==> config.mk <==
export PLATFORM = sky130hd
export DESIGN_NAME = serial_register_port_master_top
export DESIGN_NICKNAME = d
export VERILOG_FILES = /design/src/rtl/core/srpm_pkg.sv /design/src/rtl/core/srpm_front.sv /design/src/rtl/core/srpm_queue.sv /design/src/rtl/core/srpm_back.sv /design/src/rtl/core/serial_register_port_master_top.sv
export SDC_FILE = /design/constraint.sdc
export NUM_CORES = 1
export LEC_CHECK = 0
export ABC_AREA = 0
export BUFFER_PORTS_ARGS = -buffer_cell sky130_fd_sc_hd__buf_2
export CORE_MARGIN = 5
export CORE_UTILIZATION = 55
export CTS_BUF_LIST = sky130_fd_sc_hd__clkbuf_4
export CTS_CLUSTER_DIAMETER = 50
export CTS_CLUSTER_SIZE = 14
export DETAILED_ROUTE_END_ITERATION = 8
export MAX_ROUTING_LAYER = met4
export PLACE_DENSITY = 0.79
export SLEW_MARGIN = 20
export SYNTH_ARGS = -nofsm -noshare
export SYNTH_HDL_FRONTEND = slang
export SYNTH_SLANG_ARGS = --single-unit
==> constraint.sdc <==
create_clock -name clk -period 3.36 [get_ports clk]
set_input_delay 0 -clock clk [delete_from_list [all_inputs] [get_ports clk]]
set_output_delay 0 -clock clk [all_outputs]
set_load 0.005 [all_outputs]
==> src/rtl/core/srpm_pkg.sv <==
package srpm_pkg;

    // Stream payload widths (fields packed from bit 0 up, padded to bytes)
    localparam int IN_TDATA_W  = 24;
    localparam int IN_TUSER_W  = 2;
    localparam int OUT_TDATA_W = 16;

    // Configuration port
    localparam int CFG_INDEX_W = 1;
    localparam int CFG_DATA_W  = 8;
    localparam logic [CFG_INDEX_W-1:0] CFG_TICKS_PER_PHASE = 1'b0;
    localparam logic [CFG_INDEX_W-1:0] CFG_SWITCH_ENABLE   = 1'b1;

    localparam int BYTE_W = 8;

    // Mode codes on the input stream
    localparam logic [1:0] MODE_WRITE = 2'd1;
    localparam logic [1:0] MODE_READ  = 2'd2;

    typedef enum logic [1:0] {
        REQ_NONE,
        REQ_WRITE,
        REQ_READ
    } req_kind_t;

    typedef struct packed {
        req_kind_t         kind;
        logic [BYTE_W-1:0] addr;
        logic [BYTE_W-1:0] wval;
        logic              sdout;
    } item_t;

    typedef struct packed {
        logic push;
        logic full;
    } q_ctrl_t;

    typedef enum logic [1:0] {
        PH_IDLE,
        PH_HIGH,
        PH_LOW,
        PH_GAP
    } phase_t;

endpackage

==> src/rtl/core/srpm_front.sv <==
module srpm_front (
    input  logic                                s_tvalid,
    output logic                                s_tready,
    input  logic [srpm_pkg::IN_TDATA_W-1:0]     s_tdata,
    input  logic [srpm_pkg::IN_TUSER_W-1:0]     s_tuser,
    input  logic                                q_full,
    output logic                                q_push,
    output srpm_pkg::item_t                     item
);
    import srpm_pkg::*;

    assign s_tready = !q_full;
    assign q_push   = s_tvalid && !q_full;

    // Sort the tick: mode 3 is a plain tick like mode 0
    always_comb
    begin
        unique case (s_tuser)
            MODE_WRITE: item.kind = REQ_WRITE;
            MODE_READ:  item.kind = REQ_READ;
            default:    item.kind = REQ_NONE;
        endcase
        item.addr  = s_tdata[7:0];
        item.wval  = s_tdata[15:8];
        item.sdout = s_tdata[16];
    end

endmodule

==> src/rtl/core/srpm_queue.sv <==
module srpm_queue (
    input  logic              clk,
    input  logic              rst_n,
    input  srpm_pkg::q_ctrl_t ctrl_in,
    output logic              full,
    input  srpm_pkg::item_t   din,
    input  logic              pop,
    output logic              valid,
    output srpm_pkg::item_t   dout
);
    import srpm_pkg::*;

    item_t      mem_reg [2];
    logic       wr_ptr_reg, wr_ptr_next;
    logic       rd_ptr_reg, rd_ptr_next;
    logic [1:0] cnt_reg, cnt_next;
    logic       do_push, do_pop;

    assign full    = (cnt_reg == 2'd2);
    assign valid   = (cnt_reg != 2'd0);
    assign dout    = mem_reg[rd_ptr_reg];
    assign do_push = ctrl_in.push && !ctrl_in.full;
    assign do_pop  = pop && valid;

    always_comb
    begin
        wr_ptr_next = wr_ptr_reg ^ do_push;
        rd_ptr_next = rd_ptr_reg ^ do_pop;
        cnt_next    = cnt_reg + 2'(do_push) - 2'(do_pop);
    end

    always_ff @(posedge clk or negedge rst_n)
    begin
        if (!rst_n)
        begin
            wr_ptr_reg <= 1'b0;
            rd_ptr_reg <= 1'b0;
            cnt_reg    <= 2'd0;
        end
        else
        begin
            wr_ptr_reg <= wr_ptr_next;
            rd_ptr_reg <= rd_ptr_next;
            cnt_reg    <= cnt_next;
        end
    end

    always_ff @(posedge clk)
    begin
        if (do_push)
        begin
            mem_reg[wr_ptr_reg] <= din;
        end
    end

endmodule

==> src/rtl/core/srpm_back.sv <==
module srpm_back #(
    parameter int FIELD_BITS = 8
) (
    input  logic                                clk,
    input  logic                                rst_n,
    input  logic                                cfg_we,
    input  logic [srpm_pkg::CFG_INDEX_W-1:0]    cfg_index,
    input  logic [srpm_pkg::CFG_DATA_W-1:0]     cfg_data,
    input  logic                                q_valid,
    input  srpm_pkg::item_t                     item,
    output logic                                q_pop,
    output logic                                m_tvalid,
    input  logic                                m_tready,
    output logic [srpm_pkg::OUT_TDATA_W-1:0]    m_tdata
);
    import srpm_pkg::*;

    localparam int FRAME_BITS = 2 * FIELD_BITS;
    localparam int CNT_W      = $clog2(FRAME_BITS + 1);

    // configuration
    logic [7:0] tpp_reg;
    logic       sw_en_reg;

    // sequencer state
    phase_t                  phase_reg, phase_next;
    logic                    main_reg, main_next;
    logic                    read_reg, read_next;
    logic [CNT_W-1:0]        cnt_reg, cnt_next;
    logic [FRAME_BITS-1:0]   oshift_reg, oshift_next;
    logic [FIELD_BITS-1:0]   ishift_reg, ishift_next;
    logic [7:0]              timer_reg, timer_next;
    logic [FRAME_BITS-1:0]   saved_reg, saved_next;
    logic                    sen_reg, sen_next;
    logic                    sclk_reg, sclk_next;
    logic                    sdata_reg, sdata_next;

    // output register
    logic                    ovalid_reg, ovalid_next;
    logic [OUT_TDATA_W-1:0]  odata_reg, odata_next;

    logic                    request;
    logic                    new_read;
    logic [FIELD_BITS-1:0]   addr_f, data_f;
    logic [FRAME_BITS-1:0]   new_saved, switch_bits, first_bits;
    logic [FRAME_BITS-1:0]   oshift_sh;
    logic [CNT_W-1:0]        cnt_inc;
    logic [7:0]              plm1;
    logic                    sent_old, sent_new, frame_end;
    logic                    done, rej;
    logic [BYTE_W-1:0]       rval;

    assign q_pop    = q_valid && (!ovalid_reg || m_tready);
    assign m_tvalid = ovalid_reg;
    assign m_tdata  = odata_reg;

    assign request     = (item.kind != REQ_NONE);
    assign new_read    = (item.kind == REQ_READ);
    assign addr_f      = FIELD_BITS'({8'b0, item.addr});
    assign data_f      = FIELD_BITS'({8'b0, item.wval});
    assign new_saved   = new_read ? {addr_f, {FIELD_BITS{1'b0}}} : {addr_f, data_f};
    assign switch_bits = FRAME_BITS'(new_read);
    assign first_bits  = sw_en_reg ? switch_bits : new_saved;
    assign plm1        = (tpp_reg == 8'd0) ? 8'd0 : tpp_reg - 8'd1;
    assign oshift_sh   = {oshift_reg[FRAME_BITS-2:0], 1'b0};
    assign cnt_inc     = cnt_reg + CNT_W'(1);
    assign frame_end   = (cnt_inc >= CNT_W'(FRAME_BITS));
    // read frame: the data half shifts bits in instead of out
    assign sent_old    = !(read_reg && main_reg && (cnt_reg >= CNT_W'(FIELD_BITS)));
    assign sent_new    = !(read_reg && main_reg && (cnt_inc >= CNT_W'(FIELD_BITS)));

    // next phase
    always_comb
    begin
        phase_next = phase_reg;
        if (q_pop)
        begin
            unique case (phase_reg)
                PH_IDLE:
                begin
                    if (request)
                    begin
                        phase_next = PH_HIGH;
                    end
                end
                PH_HIGH:
                begin
                    if (timer_reg == 8'd0)
                    begin
                        phase_next = PH_LOW;
                    end
                end
                PH_LOW:
                begin
                    if (timer_reg == 8'd0)
                    begin
                        phase_next = frame_end ? PH_GAP : PH_HIGH;
                    end
                end
                PH_GAP:
                begin
                    if (timer_reg == 8'd0)
                    begin
                        phase_next = main_reg ? PH_IDLE : PH_HIGH;
                    end
                end
                default: phase_next = PH_IDLE;
            endcase
        end
    end

    // datapath and result
    always_comb
    begin
        main_next   = main_reg;
        read_next   = read_reg;
        cnt_next    = cnt_reg;
        oshift_next = oshift_reg;
        ishift_next = ishift_reg;
        timer_next  = timer_reg;
        saved_next  = saved_reg;
        sen_next    = sen_reg;
        sclk_next   = sclk_reg;
        sdata_next  = sdata_reg;
        done        = 1'b0;
        rej         = 1'b0;
        rval        = '0;

        if (q_pop)
        begin
            if (phase_reg == PH_IDLE)
            begin
                if (request)
                begin
                    read_next   = new_read;
                    ishift_next = '0;
                    saved_next  = new_saved;
                    oshift_next = first_bits;
                    cnt_next    = '0;
                    main_next   = !sw_en_reg;
                    timer_next  = plm1;
                    sen_next    = 1'b0;
                    sclk_next   = 1'b1;
                    sdata_next  = first_bits[FRAME_BITS-1];
                end
            end
            else
            begin
                rej = request;
                if (timer_reg != 8'd0)
                begin
                    timer_next = timer_reg - 8'd1;
                end
                else
                begin
                    unique case (phase_reg)
                        PH_HIGH:
                        begin
                            timer_next = plm1;
                            sclk_next  = 1'b0;
                        end
                        PH_LOW:
                        begin
                            if (!sent_old)
                            begin
                                ishift_next = {ishift_reg[FIELD_BITS-2:0], item.sdout};
                            end
                            oshift_next = oshift_sh;
                            cnt_next    = cnt_inc;
                            timer_next  = plm1;
                            if (frame_end)
                            begin
                                sen_next   = 1'b1;
                                sclk_next  = 1'b1;
                                sdata_next = 1'b0;
                            end
                            else
                            begin
                                sen_next  = 1'b0;
                                sclk_next = 1'b1;
                                if (sent_new)
                                begin
                                    sdata_next = oshift_sh[FRAME_BITS-1];
                                end
                            end
                        end
                        default:
                        begin
                            // gap phase over
                            if (!main_reg)
                            begin
                                oshift_next = saved_reg;
                                cnt_next    = '0;
                                main_next   = 1'b1;
                                timer_next  = plm1;
                                sen_next    = 1'b0;
                                sclk_next   = 1'b1;
                                sdata_next  = saved_reg[FRAME_BITS-1];
                            end
                            else
                            begin
                                timer_next = 8'd0;
                                done       = 1'b1;
                                if (read_reg)
                                begin
                                    rval = BYTE_W'(ishift_reg);
                                end
                            end
                        end
                    endcase
                end
            end
        end
    end

    always_comb
    begin
        ovalid_next = ovalid_reg;
        odata_next  = odata_reg;
        if (q_pop)
        begin
            ovalid_next = 1'b1;
            odata_next  = OUT_TDATA_W'({rej, rval, done, (phase_next != PH_IDLE),
                                        sdata_next, sclk_next, sen_next});
        end
        else if (m_tready)
        begin
            ovalid_next = 1'b0;
        end
    end

    always_ff @(posedge clk or negedge rst_n)
    begin
        if (!rst_n)
        begin
            tpp_reg    <= 8'd1;
            sw_en_reg  <= 1'b1;
            phase_reg  <= PH_IDLE;
            main_reg   <= 1'b0;
            read_reg   <= 1'b0;
            cnt_reg    <= '0;
            oshift_reg <= '0;
            ishift_reg <= '0;
            timer_reg  <= 8'd0;
            saved_reg  <= '0;
            sen_reg    <= 1'b1;
            sclk_reg   <= 1'b1;
            sdata_reg  <= 1'b0;
            ovalid_reg <= 1'b0;
        end
        else
        begin
            if (cfg_we && (cfg_index == CFG_TICKS_PER_PHASE))
            begin
                tpp_reg <= cfg_data;
            end
            if (cfg_we && (cfg_index == CFG_SWITCH_ENABLE))
            begin
                sw_en_reg <= cfg_data[0];
            end
            phase_reg  <= phase_next;
            main_reg   <= main_next;
            read_reg   <= read_next;
            cnt_reg    <= cnt_next;
            oshift_reg <= oshift_next;
            ishift_reg <= ishift_next;
            timer_reg  <= timer_next;
            saved_reg  <= saved_next;
            sen_reg    <= sen_next;
            sclk_reg   <= sclk_next;
            sdata_reg  <= sdata_next;
            ovalid_reg <= ovalid_next;
        end
    end

    always_ff @(posedge clk)
    begin
        odata_reg <= odata_next;
    end

endmodule

==> src/rtl/core/serial_register_port_master_top.sv <==
// Channel   Direction  Transaction carries
// --------  ---------  ---------------------------------------------------
// s_*       in         one time tick: mode plus address, write byte, SDOUT
// m_*       out        pin levels after the tick, busy/done, read byte, reject
// cfg_*     in         write of ticks_per_phase (0) or switch_frame_enable (1)
//
// One transaction per clock while the output is not stalled; a transaction
// passes the two-entry queue, then the sequencer into the output register.
// The sequencer takes one step per tick; its phase timer and bit counter set
// the pin timing, not the clock. Reset leaves SEN and SCLK high, SDATA low.
// A stalled output holds its register; the queue absorbs input meanwhile and
// drops s_tready only when both entries are taken.
module serial_register_port_master_top #(
    parameter int FIELD_BITS = 8
) (
    input  logic                                clk,
    input  logic                                rst_n,
    // slave side
    input  logic                                s_tvalid,
    output logic                                s_tready,
    // [7:0] register_address, [15:8] write_value, [16] sdout_pin
    input  logic [srpm_pkg::IN_TDATA_W-1:0]     s_tdata,
    // [1:0] mode
    input  logic [srpm_pkg::IN_TUSER_W-1:0]     s_tuser,
    // master side
    output logic                                m_tvalid,
    input  logic                                m_tready,
    // [0] sen_pin, [1] sclk_pin, [2] sdata_pin, [3] busy_res, [4] done_res,
    // [12:5] read_value, [13] rejected
    output logic [srpm_pkg::OUT_TDATA_W-1:0]    m_tdata,
    // configuration
    input  logic                                cfg_we,
    input  logic [srpm_pkg::CFG_INDEX_W-1:0]    cfg_index,
    input  logic [srpm_pkg::CFG_DATA_W-1:0]     cfg_data
);
    import srpm_pkg::*;

    item_t   front_item;
    item_t   q_item;
    q_ctrl_t q_ctrl;
    logic    q_push;
    logic    q_full;
    logic    q_valid;
    logic    q_pop;

    assign q_ctrl.push = q_push;
    assign q_ctrl.full = q_full;

    // Front: decode the tick kind, push into the queue
    srpm_front u_front (
        .s_tvalid (s_tvalid),
        .s_tready (s_tready),
        .s_tdata  (s_tdata),
        .s_tuser  (s_tuser),
        .q_full   (q_full),
        .q_push   (q_push),
        .item     (front_item)
    );

    // Two-entry queue lets front and sequencer stall independently
    srpm_queue u_queue (
        .clk     (clk),
        .rst_n   (rst_n),
        .ctrl_in (q_ctrl),
        .full    (q_full),
        .din     (front_item),
        .pop     (q_pop),
        .valid   (q_valid),
        .dout    (q_item)
    );

    // Back: frame sequencer, pin shadow and output register
    srpm_back #(
        .FIELD_BITS (FIELD_BITS)
    ) u_back (
        .clk       (clk),
        .rst_n     (rst_n),
        .cfg_we    (cfg_we),
        .cfg_index (cfg_index),
        .cfg_data  (cfg_data),
        .q_valid   (q_valid),
        .item      (q_item),
        .q_pop     (q_pop),
        .m_tvalid  (m_tvalid),
        .m_tready  (m_tready),
        .m_tdata   (m_tdata)
    );

endmodule

# Word level (Yosys, flattened, before mapping)
# Memories as Yosys holds them, arrays and structs flattened.
# Cells that the tools add are included.
dict set report word_totals {
  reg_bits 87
  ramBits 38
  input_bits 40
  output_inout_bits 18
  word_cells 140
  memories 1
}
dict set report op_classes {
  n_addsub 5
  magnitude_cmp 3
  eq_ne 12
  muxes 62
  bitwise_logic 5
  n_reduce_logical 31
}
# memory words word_bits rd rd_ports_with_merged_regs wr line
set memory_table {}
lappend memory_table {u_queue.mem_reg 2 19 1 0 1 srpm_queue.sv:13} ;# item_t mem_reg [2];
# op count
set op_table {}
lappend op_table {{$mux 8} 12}
lappend op_table {{$mux 15} 4}
lappend op_table {{$pmux 15 s2} 1}
lappend op_table {{$mux 1} 28}
lappend op_table {{$mux 5} 4}
lappend op_table {{$logic_not 8->1} 2}
lappend op_table {{$mux 16} 1}
lappend op_table {{$sub 8x1->8 const B} 2}
lappend op_table {{$mux 2} 6}
lappend op_table {{$reduce_bool 2->1} 6}
lappend op_table {{$eq 2x2->1 const B} 5}
lappend op_table {{$ge 5x4->1 const B} 2}
lappend op_table {{$pmux 5 s2} 1}
lappend op_table {{$reduce_and 5->1} 2}
lappend op_table {{$logic_and 1x1->1} 9}
lappend op_table {{$ne 2x1->1 const B} 4}
lappend op_table {{$pmux 2 s4} 1}
lappend op_table {{$reduce_bool 8->1} 1}
lappend op_table {{$pmux 1 s2} 3}
lappend op_table {{$reduce_or 6->1} 1}
lappend op_table {{$add 5x1->5 const B} 1}
lappend op_table {{$ge 5x5->1 const B} 1}
lappend op_table {{$eq 2x1->1 const B} 2}
lappend op_table {{$pmux 2 s2} 1}
lappend op_table {{13 further kinds} 18}

# Logic depth before layout (Yosys ltp)
dict set report logic_depth {
  ltp_word 9
  depth_mapped 10
}

# Cells and area by module
# A second synthesis with hierarchy kept.
dict set report unflattened {
  hier_cells 542
  area_unflattened_um2 6017.0
}
# mod instances cells_each area_per_inst_um2
set by_module_without_submodules {}
lappend by_module_without_submodules {srpm_back 1 439 4266.6}
lappend by_module_without_submodules {srpm_queue 1 82 1597.8}
lappend by_module_without_submodules {srpm_front 1 21 152.6}

# Least setup slack after synthesis
# OpenSTA, ideal clock, no wires.
dict set report synth_path {
  path_type {register to register}
  startpoint {register u_queue.cnt_reg[1]}
  endpoint {register u_queue.cnt_reg[1]}
  arrival_ns 2.000
  required_time_ns 3.237
  slack_ns 1.237
  stages_incl_launch_ff 8
  path_buffers 0
  path_cell_list {dfrtp_1 > o21ai_0 > inv_1 > ha_1 > inv_1 > ha_1 > xnor2_1 > xnor2_1}
}
dict set report synth_between {
  word_cells_on_any_way 9
  cone_classes {2 x add/sub; 1 x eq/ne; 6 x reduce/logical}
}
# item line
set synth_rtl {}
lappend synth_rtl {{from (decl)} srpm_queue.sv:16} ;# logic [1:0] cnt_reg, cnt_next;
lappend synth_rtl {{from (signal assigned)} srpm_queue.sv:44} ;# cnt_reg <= cnt_next;
lappend synth_rtl {{$reduce_bool 2->1} srpm_queue.sv:20} ;# assign valid = (cnt_reg != 2'd0);
lappend synth_rtl {{$logic_and 1x1->1} srpm_back.sv:53} ;# assign q_pop = q_valid && (!ovalid_reg || m_tready);
lappend synth_rtl {{named net q_pop} serial_register_port_master_top.sv:44} ;# logic q_pop;
lappend synth_rtl {{$logic_and 1x1->1} srpm_queue.sv:23} ;# assign do_pop = pop && valid;
lappend synth_rtl {{$sub 2x1->2} srpm_queue.sv:29} ;# cnt_next = cnt_reg + 2'(do_push) - 2'(do_pop);
lappend synth_rtl {{named net u_queue.cnt_next[1]} srpm_queue.sv:16}
# The timed path passes the listed nets, and every way through them passes these cells.
# A chain may end at the register's enable or synchronous reset.

# Worst setup path in the final report
dict set report layout_path {
  startpoint {register u_back.phase_reg[1]}
  endpoint {register u_back.cnt_reg[3]}
}
dict set report layout_between {
  elab_chain_cells 4
  word_cells_on_any_way 11
  cone_classes {6 x eq/ne; 3 x mux; 2 x reduce/logical}
}
# item line
set layout_lines {}
lappend layout_lines {{from (decl)} srpm_back.sv:26} ;# phase_t phase_reg, phase_next;
lappend layout_lines {{from (signal assigned)} srpm_back.sv:261} ;# phase_reg <= phase_next;
lappend layout_lines {{$eq 2x2->1 or $eq 2x1->1 (tied branches)} srpm_back.sv:156} ;# unique case (phase_reg)
lappend layout_lines {{$pmux 5 s2} srpm_back.sv:156}
lappend layout_lines {{$mux 5} srpm_back.sv:150} ;# if (timer_reg != 8'd0)
lappend layout_lines {{$mux 5} srpm_back.sv:131} ;# if (phase_reg == PH_IDLE)
lappend layout_lines {{to (signal assigned)} srpm_back.sv:264} ;# cnt_reg <= cnt_next;
lappend layout_lines {{to (decl)} srpm_back.sv:29} ;# logic [CNT_W-1:0] cnt_reg, cnt_next;
# Parallel ways exist; a longest one is shown, timed or not. The select of a mux whose other input is x is not followed.

==> summary.md <==
| Metric | Value |
|---|---|
| Outcome | finished clean |
| # Post-CTS Setup Buffers | 0 |
| Unique cell type count in the Yosys netlist | 64 |
| Number of warnings reported in the yosys synthesis log | 0 |
| Area of the multi-input gates | 0.00220 sq mm |
| H-tree levels | 4 |
| Global-route wire length before repair | just over 20000 microns |
| PnR worst setup slack | 0.578 ns |
| Path class of the lowest-slack min-delay path | in -> async |
| Starting Density | 0.562 |
| Top_reg_cell synth | dfrtp_1 |
| First drt pass iteration count | 5 |
| First DRT Iteration DRCs | 254 |
| Insertion delay of the later-clocked pin in the worst-skew pair | approximately 0.53 ns |
| CP Data Arrival Time | 3.25 ns |
| Cell internal power dissipation | about 0.0035 W |
| Cell Area, Placed | between 0.006 and 0.007 sq mm |
| Hpwl dp | 7620 microns |
| Total Routing Usage GR | 0.211 |
| Overflow left after global routing | 0 |
| Leakage | 2.86 nW |
| Crit share post-route | 0.828 |
| Buffer levels on the longest clock path | 2 |
| Power density relative to cell area | 804 mW/mm^2 |
| Resize count post-CTS | 0 |
| Total power after layout | 0.00556 W |
| Worst setup timing slack at the placement stage | 0.652 ns |
| Share of total power consumed by net switching | 0.363 |
| Antenna violations before repair | 0 |
| Area added between synthesis and finish | 19.7% |
| Port Buf Inserts | 48 |
| Share of final-layout standard cells stronger than drive strength 1 | 0.199 |
| N_diodes | 0 |
| Final weighted congestion of routability-driven global placement | 0.878 |
| DR vias/cell | 5.66 |
| Vias in the first global route | 4355 |
| Worst Setup Start Kind | register |
| NetSw | 0.00202 W |
| TritonCTS clock tree | built |
| Area leader, netlist | dfrtp_1 |
| Total of max-cap violations | 0 |
| Top post-synthesis cells by count | dfrtp_1, nand2_1, edfxtp_1, o21ai_0, nor2_1 |
| Clock transition at path regs | 0.12 ns |
| Final cell area excluding filler cells | roughly 0.0069 sq mm |
| Crit. Startpoint | u_back.phase_reg[1] |
| Area contributors post-synth | dfrtp_1, edfxtp_1, mux2i_1 |
| Combinational fraction of design power | 0.348 |
| Core Region | 0.0103 sq mm |
| Mean Syn Cell Area | ~12 sq um |
| Fin Clk Skew | 0.0145 ns |
| Post-Route Hold Slack | 0.104 ns |
| Upper clock frequency limit | 0.359 GHz |
| Sequential Power Share | 0.439 |
| Number of ports placed on the die boundary | 58 |
| Data required time of the worst path | between 3 and 4 ns |
| Area share of the leading cell type in the synthesized netlist | 0.299 |
| Setup repair after global routing missed its margin | no |
| Number of cell rows | 37 |
| Die Height | 112 microns |
| Detailed Route WL | 12300 microns |
| Count of flip-flops with a built-in enable after synthesis | 52 |
| Fraction of registers with async set/reset | 0.584 |
| FILL cells | 762 |
| Slew headroom | 0.347 |
| Number of hold violations in the final report | 0 |
| Post-synthesis instance area | 0.00577 sq mm |
| Portion of total power attributed to the clock network | 0.212 |
| Number of design rule violations left after detail routing | 0 |
| Cell with the most instances on the worst path | inv_1 |
| Leading cell type by number of instances after synthesis | dfrtp_1 |
| Post-synthesis sequential area ratio | 0.588 |
| Max reg flops | 38 |
| Peak fanout along the critical path | 19 |
| Count of clock tree sinks | 125 |
| Setup tns final | 0 ns |
| Cell-by-cell listing of the critical path | inv_1 > ha_1 > inv_1 > a31oi_1 > o211ai_2 > or4b_1 > nand3_1 |
| Count of hold buffers inserted by post-cts repair | 44 |
| Capturing element type of the critical path | register |
| Vias after detailed routing | between 4000 and 5000 |
| # setup viols final | 0 |
| Launch point of the worst reg-to-reg path | u_back.phase_reg[1] |
| Largest net degree at the start of global routing | 37 |
| Final critical path time including I/O delays and setup | 2.78 ns |
| Worst Max-Slew Pin Slew | roughly 0.98 ns |
| Register bit count reported by yosys | 125 |
| Cells after synthesis | 496 |
| Average wire per standard cell | 16.5 microns |
| Largest stage delay on the critical path | 0.61 ns |
| Die boundary width | about 110 microns |
| Max Slew Vio Count | 0 |
| Clock buffer count from CTS | 17 |
| Area taken by flip-flops and latches | between 0.003 and 0.004 sq mm |
| Max VDD drop | 384 uV |
| Final net count | between 600 and 700 |
| Slowest stage cell on the critical path | ha_1 |
| Total die area | around 0.013 sq mm |
| Type of the worst setup path | reg -> reg |
| Remaining number of nets flagged by the antenna check after routing | 0 |
| Clock root buffer master | clkbuf_4 |
-- routing by layer --
layer / global-route usage / vias up / wire, microns
met2: 0.358 / 162 / 6400
met4: 0.0721 / 0 / 164
met3: 0.0523 / 25 / 813
met1: 0.244 / 2040 / 4900
met5: - / - / 0
li1: - / 1992 / -
-- logic make-up (layout without fill, tap and decap cells) --
| kind of cell | Yosys count | count (layout) | share of synthesized area |
|---|---|---|---|
| compound gates | 111 | 111 | 0.123 |
| flops | 125 | 125 | 0.588 |
| other cells | 1 | 2 | 0.000650 |
| fa+ha+maj | 13 | 13 | 0.0282 |
| xor+xnor | 9 | 9 | 0.0137 |
| mux | 49 | 49 | 0.0886 |
| buf+inv | 38 | 150 | 0.0314 |
| simple gates | 150 | 150 | 0.127 |
-- worst paths after layout --
path,to,cells past startpoint,slack [ns]
max in group asynchronous,u_back.main_reg,3,2.40
worst max register to register,u_back.cnt_reg[3],7,0.58
worst min-delay path,u_queue.cnt_reg[0],2,0.10
worst max-delay path,u_back.cnt_reg[3],7,0.58
worst min register to register,u_back.ishift_reg[7],2,0.49
min in group clk,u_queue.mem_reg[0][5],2,0.19
-- power groups by stage --
| stage | Clock [W] | Combinational, W | Sequential, W |
|---|---|---|---|
| after floorplan | 0 | 0.00141 | 0.00238 |
| after global placement | 0 | 0.00177 | 0.00243 |
| after detailed placement | 0 | 0.00185 | 0.00246 |
| after CTS | 0.00120 | 0.00191 | 0.00243 |
| after global routing | 0.00128 | 0.00214 | 0.00250 |
| final | 0.00118 | 0.00193 | 0.00244 |
-- final cells by class --
cell class | instances | area share
multi-input cells | 334 | 0.319
flip-flops and latches | 125 | 0.491
well taps | 136 | 0.0246
clock inverters | 13 | 0.0273
clock buffers | 19 | 0.0206
repair buffers | 101 | 0.108
inverters | 17 | 0.00924
-- metrics by stage --
stage | std cells | utilization
5_1_grt | 745 | 0.672
3_3_place_gp | 669 | 0.597
3_5_place_dp | 669 | 0.597
4_1_cts | 745 | 0.672
2_1_floorplan | 497 | -
6_report | 745 | 0.672
-- worst max-delay path: cells and delay by family, from the launching register on --
family / cells / cell delay, ns
DFF: 1 / 0.42
buffers and inverters: 2 / 0.55
AOI/OAI and AO/OA: 2 / 0.51
and+or+nand+nor: 2 / 0.64
adders and majority gates: 1 / 0.61
-- cells in the final DEF (no fill, tap or decap), drive strengths merged, types with 3 or more instances in the layout --
cell type and instances:
a21oi 24, a22o 3, a22oi 3, a31oi 3
and2 12, buf 57, bufinv 4, clkbuf 19
clkinv 6, dfrtp 69, dfstp 4, dlygate4sd3 44
edfxtp 52, ha 13, inv 19, mux2 17
mux2i 32, nand2 57, nand2b 5, nand3 7
nor2 39, nor2b 5, nor3 6, nor4 4
o21ai 41, o22a 8, o31ai 6, or3 4
xnor2 7
No activity file was read; power rests on OpenSTA's default activity.
